[src/hw/rtl/single_wire_humidity_sensor_reader_unit_macros.svh]
// Assertion macros for the single-wire humidity sensor reader.
// Used by the top level only; the checks vanish when SYNTHESIS is defined.
`ifndef SINGLE_WIRE_HUMIDITY_SENSOR_READER_UNIT_MACROS_SVH
`define SINGLE_WIRE_HUMIDITY_SENSOR_READER_UNIT_MACROS_SVH
`ifndef SYNTHESIS
`define SWH_ASSERT(label, prop) \
    label: assert property (@(posedge clk) disable iff (!rst_n) prop) \
        else $error("single-wire reader check failed");
`define SWH_ASSERT_NEXT(label, trig, resp) \
    label: assert property (@(posedge clk) disable iff (!rst_n) (trig) |=> (resp)) \
        else $error("single-wire reader sequence check failed");
`else
`define SWH_ASSERT(label, prop)
`define SWH_ASSERT_NEXT(label, trig, resp)
`endif
`endif

[src/hw/rtl/swh_pkg.sv]
// Shared types and constants for the single-wire humidity sensor reader.
// No dependencies; used by every module of the block.
`timescale 1ns / 1ps

package swh_pkg;

    localparam int FRAME_BITS_DEF = 40;
    localparam int COUNT_BITS_DEF = 16;

    localparam int CFG_W     = 16;
    localparam int CFG_IDX_W = 2;

    localparam logic [CFG_IDX_W-1:0] REG_START_TICKS   = 2'd0;
    localparam logic [CFG_IDX_W-1:0] REG_BIT_THRESHOLD = 2'd1;
    localparam logic [CFG_IDX_W-1:0] REG_TIMEOUT_TICKS = 2'd2;

    localparam logic [CFG_W-1:0] START_TICKS_RST   = 16'd1280;
    localparam logic [CFG_W-1:0] BIT_THRESHOLD_RST = 16'd800;
    localparam logic [CFG_W-1:0] TIMEOUT_TICKS_RST = 16'd65535;

    localparam logic [1:0] STATUS_OK       = 2'd0;
    localparam logic [1:0] STATUS_TIMEOUT  = 2'd1;
    localparam logic [1:0] STATUS_CHECKSUM = 2'd2;
    localparam logic [1:0] STATUS_UNUSED   = 2'd3;

    localparam int DECODE_BITS = 40;

    typedef struct packed {
        logic start_req;
        logic line_level;
    } swh_item_t;

    typedef struct packed {
        logic               pull_low;
        logic               busy_res;
        logic               done_res;
        logic [1:0]         status;
        logic [15:0]        humidity;
        logic signed [15:0] temperature;
    } swh_result_t;

    typedef struct packed {
        logic      en;
        swh_item_t item;
    } swh_step_t;

    typedef struct packed {
        logic               csum_ok;
        logic [15:0]        humidity;
        logic signed [15:0] temperature;
    } swh_decode_t;

endpackage

[src/hw/rtl/swh_frame_decode.sv]
// Checksum test and field decode of a finished 40-bit sensor frame.
// Depends on swh_pkg.
`timescale 1ns / 1ps

module swh_frame_decode (
    input  logic [swh_pkg::DECODE_BITS-1:0] frame,
    output swh_pkg::swh_decode_t            decoded
);

    logic [7:0]  sum;
    logic [15:0] raw_temp;
    logic [15:0] mag;

    assign sum      = frame[39:32] + frame[31:24] + frame[23:16] + frame[15:8];
    assign raw_temp = frame[23:8];
    assign mag      = {1'b0, raw_temp[14:0]};

    assign decoded.csum_ok     = (sum == frame[7:0]);
    assign decoded.humidity    = frame[39:24];
    assign decoded.temperature = $signed(raw_temp[15] ? (16'd0 - mag) : mag);

endmodule

[src/hw/rtl/swh_core.sv]
// Reader state, configuration registers and the per-tick update logic.
// Depends on swh_pkg and swh_frame_decode.
`timescale 1ns / 1ps

module swh_core #(
    parameter int FRAME_BITS = swh_pkg::FRAME_BITS_DEF,
    parameter int COUNT_BITS = swh_pkg::COUNT_BITS_DEF
) (
    input  logic                          clk,
    input  logic                          rst_n,
    input  logic                          cfg_we,
    input  logic [swh_pkg::CFG_IDX_W-1:0] cfg_index,
    input  logic [swh_pkg::CFG_W-1:0]     cfg_data,
    input  swh_pkg::swh_step_t            step,
    output swh_pkg::swh_result_t          result_next
);

    localparam int EDGE_W = $clog2(FRAME_BITS + 2);
    localparam int CMP_W  = (COUNT_BITS > swh_pkg::CFG_W) ? COUNT_BITS : swh_pkg::CFG_W;
    localparam int EXT_W  = FRAME_BITS + swh_pkg::DECODE_BITS;
    localparam logic [EDGE_W-1:0]     EDGES_INIT  = EDGE_W'(FRAME_BITS + 1);
    localparam logic [EDGE_W-1:0]     FRAME_LIMIT = EDGE_W'(FRAME_BITS);
    localparam logic [COUNT_BITS-1:0] COUNT_MAX   = {COUNT_BITS{1'b1}};

    typedef enum logic [1:0] {
        PH_IDLE    = 2'd0,
        PH_START   = 2'd1,
        PH_CAPTURE = 2'd2
    } phase_t;

    phase_t                   phase_reg, phase_next;
    logic [COUNT_BITS-1:0]    tick_reg, tick_next;
    logic                     prev_level_reg, prev_level_next;
    logic                     expect_rise_reg, expect_rise_next;
    logic [EDGE_W-1:0]        edges_reg, edges_next;
    logic [FRAME_BITS-1:0]    frame_reg, frame_next;
    logic [1:0]               status_reg, status_next;
    logic [15:0]              humidity_reg, humidity_next;
    logic signed [15:0]       temp_reg, temp_next;
    logic [swh_pkg::CFG_W-1:0] start_ticks_reg, bit_threshold_reg, timeout_ticks_reg;

    logic                     bit_val;
    logic [FRAME_BITS-1:0]    frame_shift;
    logic [EXT_W-1:0]         frame_ext;
    logic [COUNT_BITS-1:0]    tick_inc;
    logic                     rising, falling, hit, done;
    swh_pkg::swh_decode_t     decoded;

    assign bit_val     = CMP_W'(tick_reg) > CMP_W'(bit_threshold_reg);
    assign frame_shift = {frame_reg[FRAME_BITS-2:0], bit_val};
    assign frame_ext   = EXT_W'(frame_shift);
    assign tick_inc    = (tick_reg != COUNT_MAX) ? tick_reg + 1'b1 : tick_reg;
    assign rising      = !prev_level_reg && step.item.line_level;
    assign falling     = prev_level_reg && !step.item.line_level;
    assign hit         = expect_rise_reg ? rising : falling;

    swh_frame_decode u_decode (
        .frame   (frame_ext[swh_pkg::DECODE_BITS-1:0]),
        .decoded (decoded)
    );

    always_comb
    begin
        phase_next       = phase_reg;
        tick_next        = tick_reg;
        prev_level_next  = prev_level_reg;
        expect_rise_next = expect_rise_reg;
        edges_next       = edges_reg;
        frame_next       = frame_reg;
        status_next      = status_reg;
        humidity_next    = humidity_reg;
        temp_next        = temp_reg;
        done             = 1'b0;
        if (step.en)
        begin
            prev_level_next = step.item.line_level;
            if (step.item.start_req)
            begin
                phase_next       = PH_START;
                tick_next        = '0;
                edges_next       = EDGES_INIT;
                frame_next       = '0;
                expect_rise_next = 1'b0;
            end
            else
            begin
                case (phase_reg)
                    PH_START:
                    begin
                        tick_next = tick_inc;
                        if (CMP_W'(tick_inc) >= CMP_W'(start_ticks_reg) || tick_inc == COUNT_MAX)
                        begin
                            phase_next       = PH_CAPTURE;
                            tick_next        = '0;
                            expect_rise_next = 1'b0;
                        end
                    end
                    PH_CAPTURE:
                    begin
                        if (hit)
                        begin
                            tick_next = '0;
                            if (expect_rise_reg)
                            begin
                                expect_rise_next = 1'b0;
                            end
                            else
                            begin
                                expect_rise_next = 1'b1;
                                if (edges_reg < FRAME_LIMIT)
                                begin
                                    frame_next = frame_shift;
                                end
                                if (edges_reg == '0)
                                begin
                                    phase_next = PH_IDLE;
                                    done       = 1'b1;
                                    if (decoded.csum_ok)
                                    begin
                                        status_next   = swh_pkg::STATUS_OK;
                                        humidity_next = decoded.humidity;
                                        temp_next     = decoded.temperature;
                                    end
                                    else
                                    begin
                                        status_next = swh_pkg::STATUS_CHECKSUM;
                                    end
                                end
                                else
                                begin
                                    edges_next = edges_reg - 1'b1;
                                end
                            end
                        end
                        else if (CMP_W'(tick_reg) >= CMP_W'(timeout_ticks_reg) ||
                                 tick_reg == COUNT_MAX)
                        begin
                            phase_next  = PH_IDLE;
                            done        = 1'b1;
                            status_next = swh_pkg::STATUS_TIMEOUT;
                        end
                        else
                        begin
                            tick_next = tick_reg + 1'b1;
                        end
                    end
                    default:
                    begin
                        phase_next = PH_IDLE;
                    end
                endcase
            end
        end
        result_next.pull_low    = (phase_next == PH_START);
        result_next.busy_res    = (phase_next != PH_IDLE);
        result_next.done_res    = done;
        result_next.status      = status_next;
        result_next.humidity    = humidity_next;
        result_next.temperature = temp_next;
    end

    always_ff @(posedge clk or negedge rst_n)
    begin
        if (!rst_n)
        begin
            phase_reg         <= PH_IDLE;
            tick_reg          <= '0;
            prev_level_reg    <= 1'b1;
            expect_rise_reg   <= 1'b0;
            edges_reg         <= '0;
            frame_reg         <= '0;
            status_reg        <= swh_pkg::STATUS_OK;
            humidity_reg      <= '0;
            temp_reg          <= '0;
            start_ticks_reg   <= swh_pkg::START_TICKS_RST;
            bit_threshold_reg <= swh_pkg::BIT_THRESHOLD_RST;
            timeout_ticks_reg <= swh_pkg::TIMEOUT_TICKS_RST;
        end
        else
        begin
            phase_reg       <= phase_next;
            tick_reg        <= tick_next;
            prev_level_reg  <= prev_level_next;
            expect_rise_reg <= expect_rise_next;
            edges_reg       <= edges_next;
            frame_reg       <= frame_next;
            status_reg      <= status_next;
            humidity_reg    <= humidity_next;
            temp_reg        <= temp_next;
            if (cfg_we)
            begin
                case (cfg_index)
                    swh_pkg::REG_START_TICKS:   start_ticks_reg   <= cfg_data;
                    swh_pkg::REG_BIT_THRESHOLD: bit_threshold_reg <= cfg_data;
                    swh_pkg::REG_TIMEOUT_TICKS: timeout_ticks_reg <= cfg_data;
                    default:                    ;
                endcase
            end
        end
    end

endmodule

[src/hw/rtl/single_wire_humidity_sensor_reader_unit.sv]
// Top level of the single-wire humidity sensor reader: input and result registers.
// Depends on swh_pkg, swh_core and the assertion macro header.
//
// Usage: each item beat on the item channel is one sampled tick of the sensor data
// line (line_level) plus a start request. A start request drives pull_low for
// start_ticks beats, then the block times the line and assembles the 40-bit frame.
// Every item beat yields exactly one result beat carrying pull_low, busy, a
// one-beat done flag, status and the humidity and temperature of the last good read.
// An item sits in the input register until the result register is empty or being read;
// then its result is registered there and offered, so a stalled receiver delays it.
// Throughput: one item per cycle while the receiver does not stall; the state update for
// one tick is a single pass of logic between the input and result registers.
// When the receiver stalls the result register holds, the input register still takes
// one more beat, and item_ready drops only while both are full.
// Reset empties both registers, the reader returns to idle with status ok and zero
// readings, and the three configuration registers take their default values.
// Configuration writes through cfg_we/cfg_index/cfg_data take effect at once; the user must
// make them only while the block is idle, as the block does not enforce it.
`timescale 1ns / 1ps
`include "single_wire_humidity_sensor_reader_unit_macros.svh"

module single_wire_humidity_sensor_reader_unit #(
    parameter int FRAME_BITS = swh_pkg::FRAME_BITS_DEF,
    parameter int COUNT_BITS = swh_pkg::COUNT_BITS_DEF
) (
    input  logic                          clk,
    input  logic                          rst_n,
    input  logic                          item_valid,
    output logic                          item_ready,
    input  swh_pkg::swh_item_t            item,
    output logic                          result_valid,
    input  logic                          result_ready,
    output swh_pkg::swh_result_t          result,
    input  logic                          cfg_we,
    input  logic [swh_pkg::CFG_IDX_W-1:0] cfg_index,
    input  logic [swh_pkg::CFG_W-1:0]     cfg_data
);

    logic                 in_vld_reg;
    swh_pkg::swh_item_t   in_item_reg;
    logic                 out_vld_reg;
    swh_pkg::swh_result_t out_reg;
    logic                 advance;
    swh_pkg::swh_step_t   step;
    swh_pkg::swh_result_t result_next;

    assign advance      = in_vld_reg && (!out_vld_reg || result_ready);
    assign item_ready   = !in_vld_reg || advance;
    assign step.en      = advance;
    assign step.item    = in_item_reg;
    assign result_valid = out_vld_reg;
    assign result       = out_reg;

    swh_core #(
        .FRAME_BITS (FRAME_BITS),
        .COUNT_BITS (COUNT_BITS)
    ) u_core (
        .clk         (clk),
        .rst_n       (rst_n),
        .cfg_we      (cfg_we),
        .cfg_index   (cfg_index),
        .cfg_data    (cfg_data),
        .step        (step),
        .result_next (result_next)
    );

    always_ff @(posedge clk or negedge rst_n)
    begin
        if (!rst_n)
        begin
            in_vld_reg  <= 1'b0;
            out_vld_reg <= 1'b0;
        end
        else
        begin
            if (item_valid && item_ready)
            begin
                in_vld_reg <= 1'b1;
            end
            else if (advance)
            begin
                in_vld_reg <= 1'b0;
            end
            if (advance)
            begin
                out_vld_reg <= 1'b1;
            end
            else if (result_ready)
            begin
                out_vld_reg <= 1'b0;
            end
        end
    end

    always_ff @(posedge clk)
    begin
        if (item_valid && item_ready)
        begin
            in_item_reg <= item;
        end
        if (advance)
        begin
            out_reg <= result_next;
        end
    end

    `SWH_ASSERT(a_pull_implies_busy, result_valid |-> (!result.pull_low || result.busy_res))
    `SWH_ASSERT(a_done_ends_busy, (result_valid && result.done_res) |-> !result.busy_res)
    `SWH_ASSERT(a_status_code, result_valid |-> (result.status != swh_pkg::STATUS_UNUSED))
    `SWH_ASSERT(a_ready_on_stall, !item_ready |-> (in_vld_reg && out_vld_reg && !result_ready))
    `SWH_ASSERT_NEXT(a_stall_keeps_item, in_vld_reg && !advance, in_vld_reg)

endmodule

[config.mk]
export PLATFORM = sky130hd
export DESIGN_NAME = single_wire_humidity_sensor_reader_unit
export DESIGN_NICKNAME = d
export VERILOG_FILES = /design/src/hw/rtl/swh_pkg.sv /design/src/hw/rtl/swh_frame_decode.sv /design/src/hw/rtl/swh_core.sv /design/src/hw/rtl/single_wire_humidity_sensor_reader_unit.sv
export VERILOG_INCLUDE_DIRS = /design/src /design/src/hw/rtl
export SDC_FILE = /design/constraint.sdc
export NUM_CORES = 1
export LEC_CHECK = 0
export ABC_AREA = 0
export BUFFER_PORTS_ARGS = -buffer_cell sky130_fd_sc_hd__clkbuf_2
export CELL_PAD_IN_SITES_DETAIL_PLACEMENT = 1
export CELL_PAD_IN_SITES_GLOBAL_PLACEMENT = 1
export CORE_AREA = 2 2 189 117
export DETAILED_ROUTE_END_ITERATION = 7
export DIE_AREA = 0 0 191 119
export HOLD_SLACK_MARGIN = 0.06
export PLACE_DENSITY = 0.87
export SLEW_MARGIN = 20
export SYNTH_ARGS = -nofsm -noshare
export SYNTH_HDL_FRONTEND = slang
export SYNTH_SLANG_ARGS = --single-unit
[constraint.sdc]
create_clock -name clk -period 5.5 [get_ports clk]
set_input_delay 0.55 -clock clk [delete_from_list [all_inputs] [get_ports clk]]
set_output_delay 0.55 -clock clk [all_outputs]
set_load 0.01 [all_outputs]
==> impl_metrics.csv <==
group,metric,value,unit
clock_tree,cts_tree,"yes",
clock_tree,clkSlewWorstSetupHoldPaths,70,ps
clock_tree,cts_sinks,188,
timing,hold_viol,0,
detailed_routing,ant_nets,0,
yosys,synth_fa_ha_area_frac,0.102,
timing,max_slew.worst_pin.slew,1060,ps
timing,rsz0062_at_grt,"false",
yosys,synthArstFlopShare,0.793,
worst_hold_path,hold_path_class,"in -> async",
clock_tree,htree_levels,4,
floorplan,die_w,191,um
timing,fmax,0.205,GHz
place,place_area,10800,um^2
timing,fin_hold_ws,185,ps
clock_tree,root_buffer,"clkbuf_16",
critical_path,path_common_cell,"buf_4",
timing,setup_viol,0,
yosys,avgSynthCellArea,10.9,um^2
detailed_routing,drc,0,
floorplan,core-area,21300,um^2
detailed_routing,wl_per_cell,22.5,um
yosys,yosys-top-cells-area,"dfrtp_1, edfxtp_1, ha_1",
yosys,synth.area.mux_share,0.0833,
clock_tree,post_cts_buffers,0,
place,gp_congestion,0.876,
yosys,synthSimpleGateAreaFrac,0.135,
timing,clock_skew,15.0,ps
global_routing,first_global_vias,8211,
yosys,synth-xor-area-share,0.0371,
yosys,synth_most_common_cell,"dfrtp_1",
critical_path,cp_cell_sequence,"nand4_2 > nor4_2 > buf_4 > nand4_1 > buf_4 > o21ai_0 > ha_1 > o211ai_1 > o211ai_1 > a211oi_1 > o21ai_0 > a2111oi_4 > buf_4 > and2b_1 > nor2_2 > a311oi_1",
critical_path,worstPathArrival,5210,ps
critical_path,critPathMaxStageDelay,600,ps
timing,setup_tns,0,ps
critical_path,setup.worst_path.start_class,"flop",
floorplan,die-area,22700,um^2
yosys,synth-seq-cells,188,
global_routing,gr-usage-all-layers,0.271,
floorplan,num_rows,42,
critical_path,worst-r2r-cell-count,16,
cells_and_area,nNetsFinal,1093,
detailed_routing,via_per_inst,5.96,
critical_path,required,5830,ps
cells_and_area,num-fill-cells,2300,
clock_tree,hold_buffers,0,
global_routing,gr-total-overflow,0,
place,dpl.hpwl,19900,um
cells_and_area,synthToLayoutAreaGrowth,12.4,%
yosys,synth_top_family_by_area,"simple AND/OR/NAND/NOR gates",
cells_and_area,stdcell_area,11400,um^2
yosys,synthesis.area,10100,um^2
cells_and_area,post-route-util,0.536,
detailed_routing,wl,29200,um
clock_tree,clockBufferDepth,2,
flow_run,cap_violations,0,
power_and_ir_drop,p_leak,5.47,nW
power_and_ir_drop,p_per_area,310,nW/um^2
critical_path,regToRegSetupSlack,620,ps
timing,slew_headroom,0.289,
yosys,seq_area_frac_synth,0.486,
cells_and_area,largest_reg_flops,39,
timing,slew_violations,0,
yosys,netlist_instances,933,
global_routing,antenna_found_initial,0,
floorplan,io_pins,64,
detailed_routing,drt_pass1_iterations,5,
detailed_routing,num_vias,7701,
place,port_buffers,63,
critical_path,worst_path_max_delay_cell,"dfrtp_1",
yosys,synth_commonest_cells,"dfrtp_1, nand2_1, inv_1, ha_1, o21ai_0",
detailed_routing,initialDrtViolationCount,624,
yosys,synth_cell_types,69,
floorplan,die_h,119,um
clock_tree,cts_buffers,17,
yosys,yosysTopAreaCell,"dfrtp_1",
critical_path,cp_max_fo,12,
critical_path,crit_path_end_kind,"flop",
clock_tree,clock_latency,450,ps
power_and_ir_drop,ir_drop,0.232,mV
cells_and_area,num_antenna_cells,0,
global_routing,grt_max_degree,102,
yosys,yosysWarnings,0,
yosys,synth-compound-area-share,0.112,
timing,fin_crit,4880,ps
yosys,synth-edff-count,39,
yosys,yosys_most_used_dff,"dfrtp_1",
critical_path,crit_type,"reg -> reg",
status,status,"finished clean",
floorplan,start_util,0.477,
clock_tree,cts_resized,0,
yosys,synth_top_area_share,0.313,
critical_path,rr_endpoint,"u_core.tick_reg[12]",
cells_and_area,drive_gt1_frac,0.216,
yosys,syn-num-nets,1032,
timing,period_share,0.887,
critical_path,worstReg2RegStart,"u_core.tick_reg[2]",
global_routing,grt_pass1_wl,46700,um
==> worst max-delay path: cells and delay by family, from the launching register on <==
family	cells	cell delay (ps)
AO/OA/AOI/OAI	7	2010
AND/OR/NAND/NOR	5	1200
buffers and inverters	3	660
flip-flops	1	600
adder cells (fa/ha/maj)	1	280
==> worst max-delay path by stage <==
stage	startpoint	end	slack (ps)
floorplan	u_core.frame_reg[24]	result[0]	1410
global placement	u_core.tick_reg[2]	u_core.tick_reg[7]	910
detailed placement	u_core.tick_reg[2]	u_core.tick_reg[12]	830
CTS	u_core.tick_reg[2]	u_core.tick_reg[12]	730
global route	u_core.tick_reg[2]	u_core.tick_reg[12]	390
finish	u_core.tick_reg[2]	u_core.tick_reg[12]	620
==> cell usage in the layout, fill, tap and decap left out, types with 12 or more instances in the layout <==
cell / n
nand4_1: 12
dfrtp_1: 127
clkbuf_16: 19
clkbuf_2: 62
inv_1: 69
nor2_1: 29
mux2_2: 35
a21oi_1: 40
o21ai_0: 56
dfstp_2: 22
mux2_4: 30
buf_4: 19
fa_1: 14
edfxtp_1: 39
ha_1: 60
o31ai_1: 14
xnor2_1: 33
nand3_1: 41
nand2_1: 111
==> report_power, final <==
group          switching [mW]  total (mW)  internal, mW
combinational           0.375       0.598         0.223
sequential             0.0991        1.66          1.56
clock                   0.613        1.28         0.665
==> area by class of cell <==
type | count | area (um^2) | area share
clock buffer | 20 | 489 | 0.0429
clock inverter | 12 | 121 | 0.0106
inverter | 71 | 267 | 0.0234
multi-input combinational | 634 | 4780 | 0.419
sequential | 188 | 4930 | 0.432
tap | 286 | 358 | 0.0314
timing repair buffer | 82 | 464 | 0.0407
==> per-layer routing <==
layer	vias up	share of wire	global-route usage
li1	3413	-	-
met3	41	0.081	0.0766
met5	-	0	0
met4	0	0.018	0.0727
met2	307	0.44	0.404
met1	3940	0.46	0.387
==> metrics by stage <==
stage	setup slack (ps)	total power [mW]	cells
after detailed placement	832	2.27	1261
after global placement	908	2.22	1261
after global routing	394	3.70	1293
final	619	3.54	1293
after floorplan	1410	2.03	933
after CTS	725	3.55	1293
==> cells by family after synthesis <==
family / count (synthesis)
compound gates: 178
xor+xnor: 43
fa+ha+maj: 74
buf+inv: 111
flops: 188
mux: 65
simple gates: 274
No activity file was read; power rests on OpenSTA's default activity.
